**config.mk**
```make
export PLATFORM = sky130hd
export DESIGN_NAME = pixel_source_remap_flat
export DESIGN_NICKNAME = d
export VERILOG_FILES = /design/src/hdl/psr_pkg.sv /design/src/hdl/psr_if.sv /design/src/hdl/psr_cfg_regs.sv /design/src/hdl/psr_remap.sv /design/src/hdl/psr_index.sv /design/src/hdl/pixel_source_remap.sv /design/src/flat_wrapper.sv
export VERILOG_INCLUDE_DIRS = /design/src /design/src/hdl
export SDC_FILE = /design/constraint.sdc
export NUM_CORES = 1
export LEC_CHECK = 0
export ABC_AREA = 1
export BUFFER_PORTS_ARGS = -buffer_cell sky130_fd_sc_hd__buf_4
export CAP_MARGIN = 20
export CORE_ASPECT_RATIO = 0.75
export CORE_MARGIN = 10
export CORE_UTILIZATION = 53
export DETAILED_ROUTE_END_ITERATION = 6
export PLACE_DENSITY = 0.83
export SYNTH_ARGS = -nofsm -noshare
export SYNTH_HDL_FRONTEND = slang
export SYNTH_HIERARCHICAL = 1
export SYNTH_SLANG_ARGS = --single-unit
```
**constraint.sdc**
```tcl
create_clock -name clk -period 7 [get_ports clk]
set_input_delay 1.05 -clock clk [delete_from_list [all_inputs] [get_ports clk]]
set_output_delay 1.05 -clock clk [all_outputs]
set_load 0.01 [all_outputs]
```
**src/hdl/pixel_source_remap_assert.svh**
```systemverilog
// Assertion macros shared by the pixel source remap RTL.
// No dependencies; define ASSERT_OFF to compile the checks out.
`ifndef PIXEL_SOURCE_REMAP_ASSERT_SVH
`define PIXEL_SOURCE_REMAP_ASSERT_SVH
`ifndef ASSERT_OFF
// Checked property, switched off while reset is asserted.
`define PSR_ASSERT(lbl, clk, rst_n, prop, msg) \
  lbl: assert property (@(posedge clk) disable iff (!rst_n) prop) else $error(msg);
// Checked property that also applies during reset.
`define PSR_ASSERT_ALWAYS(lbl, clk, prop, msg) \
  lbl: assert property (@(posedge clk) prop) else $error(msg);
`else
`define PSR_ASSERT(lbl, clk, rst_n, prop, msg)
`define PSR_ASSERT_ALWAYS(lbl, clk, prop, msg)
`endif
`endif

```
**src/hdl/psr_pkg.sv**
```systemverilog
// Package for the pixel source remap block: field widths, register indices,
// remap mode codes and fixed constants. No dependencies.
`timescale 1ns / 1ps

package psr_pkg;

  localparam int COORD_W    = 11;
  localparam int JIT_W      = 2;
  localparam int INDEX_W    = 22;
  localparam int CFG_DATA_W = 12;
  localparam int CFG_ADDR_W = 2;
  localparam int MODE_W     = 3;

  localparam int MAX_DIM_DEF = 2048;
  localparam int TILE_SIZE   = 16;
  localparam int TILE_LOG2   = 4;
  localparam int JIT_BIAS    = 2;

  localparam logic [CFG_ADDR_W-1:0] REG_REMAP_MODE   = 2'd0;
  localparam logic [CFG_ADDR_W-1:0] REG_FRAME_WIDTH  = 2'd1;
  localparam logic [CFG_ADDR_W-1:0] REG_FRAME_HEIGHT = 2'd2;

  localparam logic [MODE_W-1:0] MODE_IDENTITY    = 3'd0;
  localparam logic [MODE_W-1:0] MODE_MIRROR_X    = 3'd1;
  localparam logic [MODE_W-1:0] MODE_FLIP_Y      = 3'd2;
  localparam logic [MODE_W-1:0] MODE_MIRROR_FLIP = 3'd3;
  localparam logic [MODE_W-1:0] MODE_JITTER      = 3'd4;
  localparam logic [MODE_W-1:0] MODE_TILE_FOLD   = 3'd5;

  localparam logic [CFG_DATA_W-1:0] WIDTH_RESET  = 12'd320;
  localparam logic [CFG_DATA_W-1:0] HEIGHT_RESET = 12'd240;

endpackage

```
**src/hdl/psr_if.sv**
```systemverilog
// Valid/ready channel interfaces for the pixel source remap block.
// Depends on psr_pkg for the field widths.
`timescale 1ns / 1ps

interface psr_in_if;
  logic                        valid;
  logic                        ready;
  logic [psr_pkg::COORD_W-1:0] pix_x;
  logic [psr_pkg::COORD_W-1:0] pix_y;
  logic [psr_pkg::JIT_W-1:0]   jitter_x;
  logic [psr_pkg::JIT_W-1:0]   jitter_y;

  modport source (output valid, pix_x, pix_y, jitter_x, jitter_y, input ready);
  modport sink   (input valid, pix_x, pix_y, jitter_x, jitter_y, output ready);
endinterface

interface psr_out_if;
  logic                        valid;
  logic                        ready;
  logic [psr_pkg::COORD_W-1:0] src_x;
  logic [psr_pkg::COORD_W-1:0] src_y;
  logic [psr_pkg::INDEX_W-1:0] src_index;

  modport source (output valid, src_x, src_y, src_index, input ready);
  modport sink   (input valid, src_x, src_y, src_index, output ready);
endinterface

```
**src/hdl/psr_cfg_regs.sv**
```systemverilog
// Configuration registers of the pixel source remap block. Frame sizes are
// stored already limited to 1..MAX_DIM. Depends on psr_pkg.
`timescale 1ns / 1ps

module psr_cfg_regs #(
  parameter int MAX_DIM = psr_pkg::MAX_DIM_DEF
) (
  input  logic                           clk,
  input  logic                           rst_n,
  input  logic                           cfg_we,
  input  logic [psr_pkg::CFG_ADDR_W-1:0] cfg_index,
  input  logic [psr_pkg::CFG_DATA_W-1:0] cfg_wdata,
  output logic [psr_pkg::MODE_W-1:0]     mode,
  output logic [$clog2(MAX_DIM+1)-1:0]   frame_w,
  output logic [$clog2(MAX_DIM+1)-1:0]   frame_h
);

  localparam int DIM_W = $clog2(MAX_DIM + 1);
  localparam int EXT_W = (DIM_W > psr_pkg::CFG_DATA_W) ? DIM_W : psr_pkg::CFG_DATA_W;

  // A size of zero is taken as one and anything above MAX_DIM as MAX_DIM.
  function automatic logic [DIM_W-1:0] dim_of(input logic [psr_pkg::CFG_DATA_W-1:0] v);
    logic [EXT_W-1:0] ext;
    begin
      ext = EXT_W'(v);
      if (v == '0) begin
        dim_of = DIM_W'(1);
      end else if (ext > EXT_W'(MAX_DIM)) begin
        dim_of = DIM_W'(MAX_DIM);
      end else begin
        dim_of = DIM_W'(ext);
      end
    end
  endfunction

  localparam logic [DIM_W-1:0] WIDTH_RST  = dim_of(psr_pkg::WIDTH_RESET);
  localparam logic [DIM_W-1:0] HEIGHT_RST = dim_of(psr_pkg::HEIGHT_RESET);

  logic [psr_pkg::MODE_W-1:0] mode_r;
  logic [DIM_W-1:0]           width_r;
  logic [DIM_W-1:0]           height_r;

  always_ff @(posedge clk) begin
    if (!rst_n) begin
      mode_r   <= psr_pkg::MODE_IDENTITY;
      width_r  <= WIDTH_RST;
      height_r <= HEIGHT_RST;
    end else if (cfg_we) begin
      case (cfg_index)
        psr_pkg::REG_REMAP_MODE:   mode_r   <= cfg_wdata[psr_pkg::MODE_W-1:0];
        psr_pkg::REG_FRAME_WIDTH:  width_r  <= dim_of(cfg_wdata);
        psr_pkg::REG_FRAME_HEIGHT: height_r <= dim_of(cfg_wdata);
        default: ;
      endcase
    end
  end

  assign mode    = mode_r;
  assign frame_w = width_r;
  assign frame_h = height_r;

endmodule

```
**src/hdl/psr_remap.sv**
```systemverilog
// Input register and coordinate remap stage of the pixel source remap block.
// Produces the clamped source column and row. Depends on psr_pkg and psr_in_if.
`timescale 1ns / 1ps

module psr_remap #(
  parameter int MAX_DIM = psr_pkg::MAX_DIM_DEF
) (
  input  logic                         clk,
  input  logic                         rst_n,
  psr_in_if.sink                       in_ch,
  input  logic [psr_pkg::MODE_W-1:0]   mode,
  input  logic [$clog2(MAX_DIM+1)-1:0] frame_w,
  input  logic [$clog2(MAX_DIM+1)-1:0] frame_h,
  output logic                         rm_valid,
  input  logic                         rm_ready,
  output logic [$clog2(MAX_DIM+1)-1:0] sx,
  output logic [$clog2(MAX_DIM+1)-1:0] sy
);

  localparam int DIM_W = $clog2(MAX_DIM + 1);
  localparam int CMP_W = (DIM_W > psr_pkg::COORD_W) ? DIM_W : psr_pkg::COORD_W;
  localparam int SW    = DIM_W + 2;

  // Saturate the coordinate into the frame, then apply the per-axis mapping.
  function automatic logic [DIM_W-1:0] map_axis(
    input logic [psr_pkg::COORD_W-1:0] c_in,
    input logic [DIM_W-1:0]            lim,
    input logic [psr_pkg::JIT_W-1:0]   jit,
    input logic [psr_pkg::MODE_W-1:0]  md,
    input logic                        rev
  );
    logic [DIM_W-1:0]     lim_m1;
    logic [DIM_W-1:0]     c;
    logic [CMP_W-1:0]     c_ext;
    logic signed [SW-1:0] cs;
    logic signed [SW-1:0] ls;
    logic signed [SW-1:0] d;
    logic signed [SW-1:0] s;
    begin
      lim_m1 = lim - DIM_W'(1);
      c_ext  = CMP_W'(c_in);
      c      = (c_ext > CMP_W'(lim_m1)) ? lim_m1 : DIM_W'(c_ext);
      cs     = $signed(SW'(c));
      ls     = $signed(SW'(lim_m1));
      d      = $signed(SW'(c[psr_pkg::TILE_LOG2-1:0])) -
               $signed(SW'(psr_pkg::TILE_SIZE / 2));
      case (md)
        psr_pkg::MODE_JITTER: begin
          s = cs + $signed(SW'(jit)) - $signed(SW'(psr_pkg::JIT_BIAS));
        end
        psr_pkg::MODE_TILE_FOLD: begin
          // Odd tiles subtract, even tiles add, the offset of the coordinate from its tile centre.
          s = c[psr_pkg::TILE_LOG2] ? (cs - d) : (cs + d);
        end
        default: begin
          s = rev ? (ls - cs) : cs;
        end
      endcase
      if (s[SW-1]) begin
        map_axis = '0;
      end else if (s > ls) begin
        map_axis = lim_m1;
      end else begin
        map_axis = DIM_W'(s);
      end
    end
  endfunction

  logic                          a_v_r;
  logic [psr_pkg::COORD_W-1:0]   ax_r;
  logic [psr_pkg::COORD_W-1:0]   ay_r;
  logic [psr_pkg::JIT_W-1:0]     ajx_r;
  logic [psr_pkg::JIT_W-1:0]     ajy_r;
  logic                          b_v_r;
  logic [DIM_W-1:0]              sx_r;
  logic [DIM_W-1:0]              sy_r;
  logic [DIM_W-1:0]              sx_nxt;
  logic [DIM_W-1:0]              sy_nxt;
  logic                          rev_x;
  logic                          rev_y;
  logic                          a_ready;
  logic                          b_ready;

  assign b_ready     = !b_v_r || rm_ready;
  assign a_ready     = !a_v_r || b_ready;
  assign in_ch.ready = a_ready;

  assign rev_x = (mode == psr_pkg::MODE_MIRROR_X) || (mode == psr_pkg::MODE_MIRROR_FLIP);
  assign rev_y = (mode == psr_pkg::MODE_FLIP_Y) || (mode == psr_pkg::MODE_MIRROR_FLIP);

  always_comb begin
    sx_nxt = map_axis(ax_r, frame_w, ajx_r, mode, rev_x);
    sy_nxt = map_axis(ay_r, frame_h, ajy_r, mode, rev_y);
  end

  always_ff @(posedge clk) begin
    if (!rst_n) begin
      a_v_r <= 1'b0;
      b_v_r <= 1'b0;
    end else begin
      if (a_ready) begin
        a_v_r <= in_ch.valid;
      end
      if (b_ready) begin
        b_v_r <= a_v_r;
      end
    end
  end

  always_ff @(posedge clk) begin
    if (in_ch.valid && a_ready) begin
      ax_r  <= in_ch.pix_x;
      ay_r  <= in_ch.pix_y;
      ajx_r <= in_ch.jitter_x;
      ajy_r <= in_ch.jitter_y;
    end
    if (a_v_r && b_ready) begin
      sx_r <= sx_nxt;
      sy_r <= sy_nxt;
    end
  end

  assign rm_valid = b_v_r;
  assign sx       = sx_r;
  assign sy       = sy_r;

endmodule

```
**src/hdl/psr_index.sv**
```systemverilog
// Linear address stage and output register of the pixel source remap block.
// Depends on psr_pkg, psr_out_if and the assertion macro header.
`timescale 1ns / 1ps
`include "pixel_source_remap_assert.svh"

module psr_index #(
  parameter int MAX_DIM = psr_pkg::MAX_DIM_DEF
) (
  input  logic                         clk,
  input  logic                         rst_n,
  input  logic                         s_valid,
  output logic                         s_ready,
  input  logic [$clog2(MAX_DIM+1)-1:0] sx,
  input  logic [$clog2(MAX_DIM+1)-1:0] sy,
  input  logic [$clog2(MAX_DIM+1)-1:0] frame_w,
  psr_out_if.source                    out_ch
);

  localparam int DIM_W  = $clog2(MAX_DIM + 1);
  localparam int PROD_W = (2 * DIM_W + 1 > psr_pkg::INDEX_W) ? (2 * DIM_W + 1)
                                                              : psr_pkg::INDEX_W;
  localparam int XE_W   = (DIM_W > psr_pkg::COORD_W) ? DIM_W : psr_pkg::COORD_W;

  logic                        out_v_r;
  logic [psr_pkg::COORD_W-1:0] ox_r;
  logic [psr_pkg::COORD_W-1:0] oy_r;
  logic [psr_pkg::INDEX_W-1:0] oidx_r;
  logic [PROD_W-1:0]           addr;
  logic [XE_W-1:0]             sx_ext;
  logic [XE_W-1:0]             sy_ext;

  assign addr   = PROD_W'(sy) * PROD_W'(frame_w) + PROD_W'(sx);
  assign sx_ext = XE_W'(sx);
  assign sy_ext = XE_W'(sy);

  assign s_ready = !out_v_r || out_ch.ready;

  always_ff @(posedge clk) begin
    if (!rst_n) begin
      out_v_r <= 1'b0;
    end else if (s_ready) begin
      out_v_r <= s_valid;
    end
  end

  always_ff @(posedge clk) begin
    if (s_valid && s_ready) begin
      ox_r   <= sx_ext[psr_pkg::COORD_W-1:0];
      oy_r   <= sy_ext[psr_pkg::COORD_W-1:0];
      oidx_r <= addr[psr_pkg::INDEX_W-1:0];
    end
  end

  assign out_ch.valid     = out_v_r;
  assign out_ch.src_x     = ox_r;
  assign out_ch.src_y     = oy_r;
  assign out_ch.src_index = oidx_r;

  `PSR_ASSERT_ALWAYS(a_rst_clears, clk, !rst_n |=> !out_v_r, "output valid survived reset")
  `PSR_ASSERT(a_xfer_lands, clk, rst_n, s_valid && s_ready |=> out_v_r, "remap result lost")
  `PSR_ASSERT(a_no_phantom, clk, rst_n, out_v_r && out_ch.ready && !s_valid |=> !out_v_r, "result repeated")

endmodule

```
**src/hdl/pixel_source_remap.sv**
```systemverilog
// Top level of the pixel source remap block: configuration registers, remap
// stage and address stage. Depends on psr_pkg, psr_if and the stage modules.
`timescale 1ns / 1ps

// Each accepted pixel coordinate yields one transaction carrying the source
// column, row and linear address (row times frame width plus column). A pixel
// passes three register stages (input, remap and output registers); the input
// register loads on the accepting edge. One transaction per clock is
// sustained while the output is ready, and the address multiply occupies the
// last stage on its own. Frame sizes are limited to 1..MAX_DIM when written,
// and coordinates outside the frame are saturated to its last column or row.
// Configuration should be written only while no transaction is in flight.
module pixel_source_remap #(
  parameter int MAX_DIM = psr_pkg::MAX_DIM_DEF
) (
  input  logic                           clk,
  input  logic                           rst_n,
  input  logic                           cfg_we,
  input  logic [psr_pkg::CFG_ADDR_W-1:0] cfg_index,
  input  logic [psr_pkg::CFG_DATA_W-1:0] cfg_wdata,
  psr_in_if.sink                         in_chan,
  psr_out_if.source                      out_chan
);

  localparam int DIM_W = $clog2(MAX_DIM + 1);

  logic [psr_pkg::MODE_W-1:0] mode;
  logic [DIM_W-1:0]           frame_w;
  logic [DIM_W-1:0]           frame_h;
  logic                       rm_valid;
  logic                       rm_ready;
  logic [DIM_W-1:0]           sx;
  logic [DIM_W-1:0]           sy;

  psr_cfg_regs #(
    .MAX_DIM (MAX_DIM)
  ) u_cfg (
    .clk       (clk),
    .rst_n     (rst_n),
    .cfg_we    (cfg_we),
    .cfg_index (cfg_index),
    .cfg_wdata (cfg_wdata),
    .mode      (mode),
    .frame_w   (frame_w),
    .frame_h   (frame_h)
  );

  psr_remap #(
    .MAX_DIM (MAX_DIM)
  ) u_remap (
    .clk      (clk),
    .rst_n    (rst_n),
    .in_ch    (in_chan),
    .mode     (mode),
    .frame_w  (frame_w),
    .frame_h  (frame_h),
    .rm_valid (rm_valid),
    .rm_ready (rm_ready),
    .sx       (sx),
    .sy       (sy)
  );

  psr_index #(
    .MAX_DIM (MAX_DIM)
  ) u_index (
    .clk     (clk),
    .rst_n   (rst_n),
    .s_valid (rm_valid),
    .s_ready (rm_ready),
    .sx      (sx),
    .sy      (sy),
    .frame_w (frame_w),
    .out_ch  (out_chan)
  );

endmodule
```
**src/flat_wrapper.sv**
```systemverilog
// flat-port wrapper written by rule: the top's interface ports become plain ports
module pixel_source_remap_flat 
#(
  parameter int MAX_DIM = psr_pkg::MAX_DIM_DEF
)
  (clk, rst_n, cfg_we, cfg_index, cfg_wdata, in_chan_valid, in_chan_pix_x, in_chan_pix_y, in_chan_jitter_x, in_chan_jitter_y, in_chan_ready, out_chan_valid, out_chan_src_x, out_chan_src_y, out_chan_src_index, out_chan_ready);
  psr_in_if in_chan_i ();
  psr_out_if out_chan_i ();
  input  logic clk;
  input  logic rst_n;
  input  logic cfg_we;
  input  logic [psr_pkg::CFG_ADDR_W-1:0] cfg_index;
  input  logic [psr_pkg::CFG_DATA_W-1:0] cfg_wdata;
  input wire logic [$bits(in_chan_i.valid)-1:0] in_chan_valid;
  input wire logic [$bits(in_chan_i.pix_x)-1:0] in_chan_pix_x;
  input wire logic [$bits(in_chan_i.pix_y)-1:0] in_chan_pix_y;
  input wire logic [$bits(in_chan_i.jitter_x)-1:0] in_chan_jitter_x;
  input wire logic [$bits(in_chan_i.jitter_y)-1:0] in_chan_jitter_y;
  output wire logic [$bits(in_chan_i.ready)-1:0] in_chan_ready;
  output wire logic [$bits(out_chan_i.valid)-1:0] out_chan_valid;
  output wire logic [$bits(out_chan_i.src_x)-1:0] out_chan_src_x;
  output wire logic [$bits(out_chan_i.src_y)-1:0] out_chan_src_y;
  output wire logic [$bits(out_chan_i.src_index)-1:0] out_chan_src_index;
  input wire logic [$bits(out_chan_i.ready)-1:0] out_chan_ready;
  assign in_chan_i.valid = in_chan_valid;
  assign in_chan_i.pix_x = in_chan_pix_x;
  assign in_chan_i.pix_y = in_chan_pix_y;
  assign in_chan_i.jitter_x = in_chan_jitter_x;
  assign in_chan_i.jitter_y = in_chan_jitter_y;
  assign in_chan_ready = in_chan_i.ready;
  assign out_chan_valid = out_chan_i.valid;
  assign out_chan_src_x = out_chan_i.src_x;
  assign out_chan_src_y = out_chan_i.src_y;
  assign out_chan_src_index = out_chan_i.src_index;
  assign out_chan_i.ready = out_chan_ready;
  pixel_source_remap #(.MAX_DIM(MAX_DIM)) u_core (.clk(clk), .rst_n(rst_n), .cfg_we(cfg_we), .cfg_index(cfg_index), .cfg_wdata(cfg_wdata), .in_chan(in_chan_i), .out_chan(out_chan_i));
endmodule
```
==> results of run 1 <==
-- worst max-delay path: cells and delay by family (launching register included) --
| family | cells | cell delay, ns |
|---|---|---|
| and+or+nand+nor | 25 | 3.03 |
| AOI/OAI and AO/OA | 4 | 0.63 |
| DFF | 1 | 0.35 |
| xor gates and xnor gates | 1 | 0.19 |
| buffers and inverters | 8 | 0.73 |
| adders and majority gates | 6 | 1.51 |
-- area by class of cell --
cell class | count | area, µm²
fill | 2529 | 11370
multi-input combinational | 1515 | 11060
sequential | 124 | 3425
inverter | 487 | 1837
timing repair buffer | 163 | 1277
tap | 399 | 499.2
clock buffer | 18 | 429.2
clock inverter | 14 | 170.2
-- power by group --
group,switching [mW],leakage (nW),internal [mW]
registers,0.0890,1.13,0.969
clock network,0.372,0.294,0.560
logic,2.34,8.56,1.37
total,2.80,9.98,2.90
-- layout by cell type (no fill, tap or decap), types with 16 or more instances in the layout --
cell,instances
edfxtp_1,94
buf_4,158
inv_1,457
nand4_1,31
o21ai_1,22
nand2_1,492
o21ai_0,87
nand3_2,16
nand3_1,82
dfxtp_1,29
xor2_1,27
fa_1,111
nor2_1,131
ha_1,181
a21oi_1,108
a21oi_2,16
inv_2,27
nand2_2,34
clkbuf_16,18
-- registers in the layout, summed over array words and instances (netlist names), 3 cells and up --
signal / flops
u_core/u_index/out_ch.src_index: 22
u_core/u_cfg/frame_h: 12
u_core/u_cfg/frame_w: 12
u_core/u_remap/sx: 12
u_core/u_remap/sy: 12
u_core/u_index/out_ch.src_x: 11
u_core/u_index/out_ch.src_y: 11
u_core/u_remap/ax_r: 11
u_core/u_remap/ay_r: 11
u_core/u_cfg/mode: 3
-- cells by family after synthesis --
kind of cell,Yosys count
buf+inv,540
flops,124
compound gates,304
other cells,1
xor+xnor,42
simple gates,857
fa+ha+maj,304
-- layer usage --
metal,up-vias,GRT usage [%],wire length [µm]
met1,6982,32.49,20320
met3,110,5.524,4749
li1,7136,-,-
met4,0,8.734,1214
met2,798,37.72,20790
met5,-,0,0
-- per-stage QoR --
stage	TNS, ns	power (mW)	hold slack (ns)
3_5_place_dp	-0.06419	4.422	0.4528
4_1_cts	0	5.411	0.4684
5_1_grt	-2.148	6.196	0.4856
2_1_floorplan	0	3.560	0.4264
6_report	0	5.702	0.4667
3_3_place_gp	0	4.328	0.4399
-- worst paths after layout --
path,slack [ns],endpoint,from
max,0.31,u_core/u_remap/sy[4],u_core/u_cfg/frame_h[0]
min,0.47,u_core/u_index/out_ch.src_x[6],u_core/u_remap/sx[6]
max reg2reg,0.31,u_core/u_remap/sy[4],u_core/u_cfg/frame_h[0]
min reg2reg,0.47,u_core/u_index/out_ch.src_x[6],u_core/u_remap/sx[6]
-- timing repair --
item	4_1_cts	5_1_grt
cloned	1	2
hold endpoints to repair	0	0
setup endpoints to repair	14	24
setup buffers	0	21
resized for setup	5	113
pin swaps	1	27
==> run_results.csv, run 1 <==
group,metric,value,unit
status,status,"finished, final reports clean",
die,start_util,53.51,%
synth,synthDistinctLibCells,60,
synth,synthSimpleGateAreaFrac,24.01,%
cts,cts-hold-fix-buffers,0,
die,core-area,30070,µm²
hold_path,holdPathStages,0,
sta,max_slew_margin,41.44,%
die,core.rowCount,55,
detailed_routing,dr_total_vias,15030,
global_route,antenna_found_initial,0,
sta,setup_viol,0,
hold_path,hold_class,"flop to flop",
flow_run,drv_cap,0,
setup_path,cp_slowest_cell,"or3_4",
placement,place_hpwl,36520,µm
die,die-area,37800,µm²
synth,yosysTopAreaCell,"edfxtp_1",
placement,post-place-ws,-0.02951,ns
die,die_h,170.9,µm
global_route,grt_max_degree,45,
global_route,grt_pass1_vias,14660,
global_route,grt_overflow,0,
synth,ys_async_sr_fraction,0,%
synth,synth_top_family_by_area,"adder cells",
sta,clock.fmax,0.1494,GHz
final_layout,stdcell_area,18700,µm²
setup_path,crit_path_max_incr_delay,0.36,ns
sta,drv_slew,0,
setup_path,worstPathRequired,7.21,ns
sta,skew,0.01686,ns
detailed_routing,drt_iter0_drc,1570,
detailed_routing,via_per_inst,5.524,
setup_path,start_kind,"flop",
final_layout,drive_gt1_share,16.24,%
synth,yosysSeqAreaShare,21.27,%
placement,post-place-cells,2663,
setup_path,end_kind,"flop",
detailed_routing,avgRoutedWirePerCell,17.30,µm
placement,gp_congestion,1.002,
cts,root_buffer,"clkbuf_16",
sta,fin_crit_sh,95.59,%
synth,synth_top_area_share,17.54,%
synth,synth.most_common_cell,"nand2_1",
synth,synth_cells,2172,
cts,clkSinkCount,124,
synth,synth_common_cells,"nand2_1 (498), inv_1 (467), ha_1 (190)",
detailed_routing,postRouteAntennaNets,0,
synth,synth_fa_ha_area_share,28.96,%
cts,h-tree-depth,4,
die,dieWidth,221.2,µm
synth,synthMuxAreaShare,0,%
synth,ys_warn_count,6,
detailed_routing,totalWireLength,47070,µm
synth,avgSynthCellArea,7.409,µm²
sta,tightest_slew,0.8774,ns
synth,ys.flop_type,"edfxtp_1",
global_route,track_usage,24.25,%
synth,syn_area,16090,µm²
detailed_routing,drt_pass1_iterations,6,
setup_path,r2r_cells,44,
synth,synth_compound_area_share,10.44,%
final_layout,diodes,0,
cts,cts_max_path_buffers,2,
final_layout,synthToLayoutAreaGrowth,16.20,%
power,peakVddDrop,193.8,µV
power,p_leak,9.984,nW
sta,rsz0062_at_grt,"true",
power,powerDensity,304.9,nW/µm²
cts,clk_latency,0.45,ns
die,pin_count,91,
final_layout,fin_cells,2720,
synth,synth_edf_count,94,
setup_path,critical_path_class,"flop to flop",
sta,period_needed,6.691,ns
synth,synthTopCellsByArea,"edfxtp_1 (18%), ha_1 (15%), fa_1 (14%), nand2_1 (12%), inv_1 (11%)",
synth,ys_seq_elements,124,
sta,hold_violations,0,
setup_path,cpMostUsedCell,"nand2_1",
cts,cts_buffers,17,
global_route,grt_pass1_wl,73980,µm
setup_path,cp_max_fo,10,
synth,synth_xor_area_share,2.333,%
placement,place_area,17430,µm²
placement,portBuffers,90,
detailed_routing,drc,0,
final_layout,fin_nets,2657,
cts,cts_tree,"built",
sta,setup_slack,0.3085,ns
final_layout,fin_util,62.18,%
setup_path,cp.arrival,6.90,ns
cts,clkTransAtPathRegs,0.07,ns
Power figures use the tool's default switching activity.
==> inputs of run 2 (changes only) <==
--- a/config.mk
+++ b/config.mk
@@ -16,5 +16,4 @@
 export PLACE_DENSITY = 0.83
 export SYNTH_ARGS = -nofsm -noshare
 export SYNTH_HDL_FRONTEND = slang
-export SYNTH_HIERARCHICAL = 1
 export SYNTH_SLANG_ARGS = --single-unit
==> run 2 against run 1 <==
The run now ends with design-rule violations left. Register-to-register slack got worse by 0.06 ns. Non-clock buffer count decreased by 14. Cell area down 4.4%. Synthesized cell count decreased by 10%. Combinational power decreased by 12%.
==> run_results.csv, run 2 <==
group,metric,value,unit
synth,synth_top_family_by_area,"adder cells",
power,p_leak,8.990,nW
global_route,antenna_found_initial,1,
die,start_util,53.76,%
detailed_routing,postRouteAntennaNets,0,
cts,root_buffer,"clkbuf_16",
cts,cts_tree,"built",
power,power.total,5.266,mW
synth,synthDistinctLibCells,58,
placement,portBuffers,90,
detailed_routing,dr_total_vias,14090,
synth,synthSimpleGateAreaFrac,22.97,%
power,peakVddDrop,169.7,µV
global_route,grt_max_degree,45,
sta,tightest_slew,0.9858,ns
setup_path,ff2ff_setup_slack,0.25,ns
detailed_routing,drc,1,
die,core.rowCount,54,
setup_path,cp_slowest_cell,"dfxtp_1",
global_route,grt_pass1_vias,13640,
placement,gp_congestion,0.9895,
synth,synth_xor_area_share,3.549,%
die,core-area,29050,µm²
synth,synth.most_common_cell,"nand2_1",
detailed_routing,drt_iter0_drc,1563,
detailed_routing,drt_pass1_iterations,7,
cts,cts_max_path_buffers,2,
setup_path,cp_max_fo,12,
setup_path,crit_path_max_incr_delay,0.41,ns
sta,whs,0.5327,ns
synth,synth_fa_ha_area_share,29.83,%
cts,clk_latency,0.45,ns
synth,avgSynthCellArea,8.010,µm²
final_layout,mostFrequentLayoutCell,"nand2_1",
detailed_routing,via_per_inst,5.692,
status,violations,"design-rule violations",
synth,ys.flop_type,"edfxtp_1",
global_route,track_usage,24.12,%
die,die-area,36810,µm²
synth,syn_area,15620,µm²
final_layout,drive_gt1_share,16.18,%
synth,synth_cells,1950,
detailed_routing,avgRoutedWirePerCell,18.01,µm
power,powerDensity,294.7,nW/µm²
setup_path,critical_path_class,"flop to flop",
synth,synth_edf_count,94,
sta,max_slew_margin,34.21,%
final_layout,diodes,0,
sta,fin_crit_sh,96.45,%
sta,drv_slew,0,
final_layout,final_cell_mix,"nand2_1 (395), inv_1 (370), ha_1 (189), buf_4 (147), a21oi_1 (129)",
hold_path,hold_class,"flop to flop",
synth,synth_top_area_share,18.07,%
flow_run,drv_cap,0,
setup_path,cp.arrival,7.03,ns
sta,setup_slack,0.2488,ns
placement,post-place-ws,-0.3869,ns
sta,hold_violations,0,
synth,synth_common_cells,"nand2_1 (396), inv_1 (371), ha_1 (190)",
global_route,grt_pass1_wl,71570,µm
setup_path,start_kind,"flop",
synth,synth_compound_area_share,11.02,%
synth,yosysSeqAreaShare,21.92,%
setup_path,end_kind,"flop",
die,dieWidth,218.2,µm
synth,ys_async_sr_fraction,0,%
cts,cts-hold-fix-buffers,0,
synth,ys_warn_count,0,
setup_path,path_delay_family,"simple AND/OR/NAND/NOR gates",
final_layout,fillers,2436,
final_layout,largest_reg_flops,22,
sta,setup_viol,0,
cts,clkSinkCount,124,
status,status,"finished with violations",
detailed_routing,totalWireLength,44580,µm
synth,synthMuxAreaShare,0,%
final_layout,synthToLayoutAreaGrowth,14.39,%
die,die_h,168.7,µm
sta,clock.fmax,0.1481,GHz
synth,ys_seq_elements,124,
global_route,grt_overflow,0,
cts,h-tree-depth,4,
placement,place_hpwl,35390,µm
die,pin_count,91,
synth,yosysTopAreaCell,"edfxtp_1",
setup_path,cpMostUsedCell,"nand2_1",
final_layout,fin_nets,2419,
synth,synthTopCellsByArea,"edfxtp_1 (18%), ha_1 (15%), fa_1 (15%), nand2_1 (9.5%), inv_1 (8.9%)",
setup_path,worst-path-buf-inv,5,
cts,cts_buffers,17,
setup_path,worstPathRequired,7.28,ns
cts,clkTransAtPathRegs,0.06,ns
sta,period_needed,6.751,ns
sta,skew,0.01261,ns
## run 2: cell count changes in the layout (fill, tap and decap cells not counted), sizes merged, moves of 13 or more
cell / before / now
nand2: 537 / 435
nand3: 102 / 83
or2: 6 / 20
a21oi: 125 / 143
inv: 487 / 380
o21ai: 122 / 109
nor2: 149 / 100
nand4: 32 / 45
buf: 162 / 149
## run 2: power breakdown
part,switching (mW),internal (mW),total [mW]
Sequential,0.0975,0.987,1.08
Combinational,1.99,1.28,3.27
Clock,0.378,0.530,0.908
Total,2.47,2.80,5.27
## run 2: timing repair
item | 4_1_cts | 5_1_grt
cloned | 0 | 1
gates resized for setup | 9 | 49
pin swaps | 0 | 16
endpoints found under the setup margin | 15 | 24
buffers inserted | 1 | 9
## run 2: worst register-to-register path, delay by kind of cell (launching register included)
family          cells  cell delay, ns
compound gates     11            1.52
xor+xnor            1            0.38
fa+ha+maj           4            1.24
buf+inv             5            0.68
flops               1            0.41
simple gates       23            2.38
## run 2: path summary, 6_finish.rpt
kind,from,end,cells past startpoint
hold / removal,u_core.u_remap.a_v_r,u_core.u_remap.a_v_r,2
hold reg to reg,u_core.u_remap.a_v_r,u_core.u_remap.a_v_r,2
setup reg to reg,u_core.u_cfg.frame_h[6],u_core.u_remap.sy[5],44
setup / recovery,u_core.u_cfg.frame_h[6],u_core.u_remap.sy[5],44
## run 2: area by class of cell
| cell class | instances | area, µm² | area share, % |
|---|---|---|---|
| clock inverter | 14 | 158.9 | 0.8893 |
| inverter | 380 | 1435 | 8.032 |
| tap | 392 | 490.5 | 2.745 |
| clock buffer | 18 | 429.2 | 2.402 |
| multi-input combinational | 1398 | 10790 | 60.40 |
| sequential | 124 | 3427 | 19.18 |
| timing repair buffer | 149 | 1135 | 6.351 |
## run 2: through the flow
step	area (µm²)	utilization [%]	setup TNS, ns	instances
floorplan	15640	-	0	1955
global placement	16940	58.31	-2.934	2432
detailed placement	16940	58.31	-3.726	2432
CTS	17580	60.51	0	2465
global route	17870	61.50	-1.626	2475
finish	17870	61.50	0	2475
## run 2: metal layers
layer | GRT usage [%] | vias up | wire, µm
met5 | 0 | - | 0
met4 | 7.831 | 0 | 1214
met3 | 4.898 | 102 | 4941
met2 | 36.69 | 775 | 19560
met1 | 33.60 | 6650 | 18870
li1 | - | 6561 | -
## run 2: cell families after synthesis
kind of cell | count (synthesis)
AND/OR/NAND/NOR | 718
buffers and inverters | 434
AO/OA/AOI/OAI | 310
adder cells (fa/ha/maj) | 304
flip-flops | 124
XOR/XNOR | 59
other | 1
==> inputs of run 3 (changes only) <==
--- a/config.mk
+++ b/config.mk
@@ -11,9 +11,9 @@
 export CAP_MARGIN = 20
 export CORE_ASPECT_RATIO = 0.75
 export CORE_MARGIN = 10
-export CORE_UTILIZATION = 53
+export CORE_UTILIZATION = 40
 export DETAILED_ROUTE_END_ITERATION = 6
-export PLACE_DENSITY = 0.83
+export PLACE_DENSITY = 0.67
 export SYNTH_ARGS = -nofsm -noshare
 export SYNTH_HDL_FRONTEND = slang
 export SYNTH_SLANG_ARGS = --single-unit
==> run 3 against run 2 <==
The run now ends clean. Sequential share of layout area down 0.39 points. Worst hold slack got worse by 0.0071 ns. Utilization decreased by 14 points. Wire length grew 2.5%. First-iteration DRC count down 28%. Non-clock buffer count up 13. Power grew 0.24%. Critical path depth down 6. Critical path type unchanged. Largest cell class unchanged.
==> run_results.csv, run 3 (synthesis gave the netlist of run 2 again) <==
group,metric,value,unit
sta,hold_violations,0,
power,peakVddDrop,232.2,µV
setup_path,cpMostUsedCell,"nand2_1",
power,powerDensity,289.7,nW/µm²
final_layout,fillers,3692,
detailed_routing,via_per_inst,5.217,
cts,clkTransAtPathRegs,0.07,ns
setup_path,cp.arrival,6.90,ns
cts,root_buffer,"clkbuf_16",
final_layout,largest_reg_flops,22,
detailed_routing,drc,0,
cts,clkSinkCount,124,
placement,portBuffers,90,
cts,clk_latency,0.46,ns
sta,clock.fmax,0.1489,GHz
global_route,grt_max_degree,45,
cts,cts_buffers,17,
sta,setup_viol,0,
final_layout,drive_gt1_share,17.89,%
sta,max_slew_margin,35.26,%
die,pin_count,91,
final_layout,regArea,3425,µm²
global_route,track_usage,19.29,%
detailed_routing,postRouteAntennaNets,0,
die,start_util,40.68,%
global_route,grt_pass1_wl,71970,µm
sta,fin_crit_sh,95.92,%
final_layout,multiInputGateArea,10910,µm²
final_layout,final_cell_mix,"nand2_1 (393), inv_1 (370), ha_1 (184), buf_4 (159), a21oi_1 (121)",
die,die_h,191.1,µm
setup_path,path_delay_family,"simple AND/OR/NAND/NOR gates",
detailed_routing,drt_iter0_drc,1128,
placement,gp_congestion,0.9627,
setup_path,worstPathRequired,7.19,ns
hold_path,hold_class,"flop to flop",
detailed_routing,drt_pass1_iterations,6,
cts,h-tree-depth,4,
global_route,grt_overflow,0,
sta,period_needed,6.714,ns
sta,drv_slew,0,
final_layout,synthToLayoutAreaGrowth,16.65,%
sta,tightest_slew,0.9675,ns
global_route,grt_pass1_vias,13250,
die,core-area,38400,µm²
final_layout,fin_nets,2432,
die,dieWidth,248.2,µm
placement,place_area,17110,µm²
detailed_routing,dr_total_vias,13610,
setup_path,worst-path-buf-inv,7,
die,core.rowCount,62,
setup_path,crit_path_max_incr_delay,0.36,ns
setup_path,cp_slowest_cell,"dfxtp_2",
setup_path,cp_max_fo,8,
sta,setup-tns-final,0,ns
setup_path,start_kind,"flop",
power,p_leak,9.064,nW
detailed_routing,totalWireLength,45700,µm
setup_path,end_kind,"flop",
power,power.total,5.278,mW
final_layout,fin_util,47.45,%
sta,skew,0.01218,ns
detailed_routing,avgRoutedWirePerCell,17.52,µm
final_layout,stdcell_area,18220,µm²
placement,place_hpwl,36590,µm
global_route,antenna_found_initial,1,
cts,cts_tree,"built",
flow_run,drv_cap,0,
status,status,"finished, final reports clean",
setup_path,critical_path_class,"flop to flop",
cts,cts_max_path_buffers,2,
die,die-area,47440,µm²
final_layout,mostFrequentLayoutCell,"nand2_1",
## run 3: cell count changes in the layout (fill, tap and decap cells not counted), sizes merged, moves of 2 or more
cell	change
clkinvlp	-2
clkinv	-2
buf	+13
inv	+6
## run 3: final cells by class
cell class,instances,share of cell area (%)
Multi-Input combinational cell,1398,59.87
Sequential cell,124,18.79
Inverter,380,7.862
Timing Repair Buffer,162,6.784
Tap cell,512,3.516
Clock buffer,17,2.335
Clock inverter,15,0.8240
Antenna cell,1,0.01373
## run 3: timing repair
item | CTS | global route
buffers inserted | 1 | 20
hold buffers | 0 | 0
endpoints found under the setup margin | 24 | 24
pin swaps | 1 | 22
gates cloned | 0 | 1
gates resized for setup | 7 | 76
## run 3: through the flow
step                      instances  worst slack [ns]  hold WS (ns)
after detailed placement       2554           -0.3281        0.5044
final                          2609            0.2855        0.5257
after CTS                      2587          0.003195        0.5154
after global placement         2554           -0.3468        0.4959
after floorplan                1955            0.2210        0.4264
after global routing           2608          -0.07413        0.5439
## run 3: power by group
group / switching [mW] / internal (mW) / total (mW)
Combinational: 1.98 / 1.32 / 3.30
Clock: 0.399 / 0.501 / 0.899
Sequential: 0.0917 / 0.987 / 1.08
## run 3: path summary, 6_finish.rpt
| kind | from | endpoint | slack, ns | depth (start not counted) |
|---|---|---|---|---|
| setup / recovery | u_core.u_cfg.frame_h[0] | u_core.u_remap.sy[1] | 0.29 | 38 |
| hold / removal | u_core.u_remap.a_v_r | u_core.u_remap.a_v_r | 0.53 | 2 |
| setup reg to reg | u_core.u_cfg.frame_h[0] | u_core.u_remap.sy[1] | 0.29 | 38 |
| hold reg to reg | u_core.u_remap.a_v_r | u_core.u_remap.a_v_r | 0.53 | 2 |
## run 3: layer usage
metal	vias to the layer above	global-route usage, %	share of wire, %
li1	6582	-	-
met1	6534	27.86	48
met2	453	28.22	42
met3	40	5.356	9.3
met4	2	3.722	1.1
met5	-	0	0.028
## run 3: worst min-delay path, delay by kind of cell, from the launching register on
| family | cells | cell delay, ns |
|---|---|---|
| AND/OR/NAND/NOR | 1 | 0.10 |
| flip-flops | 1 | 0.31 |
| AO/OA/AOI/OAI | 1 | 0.07 |
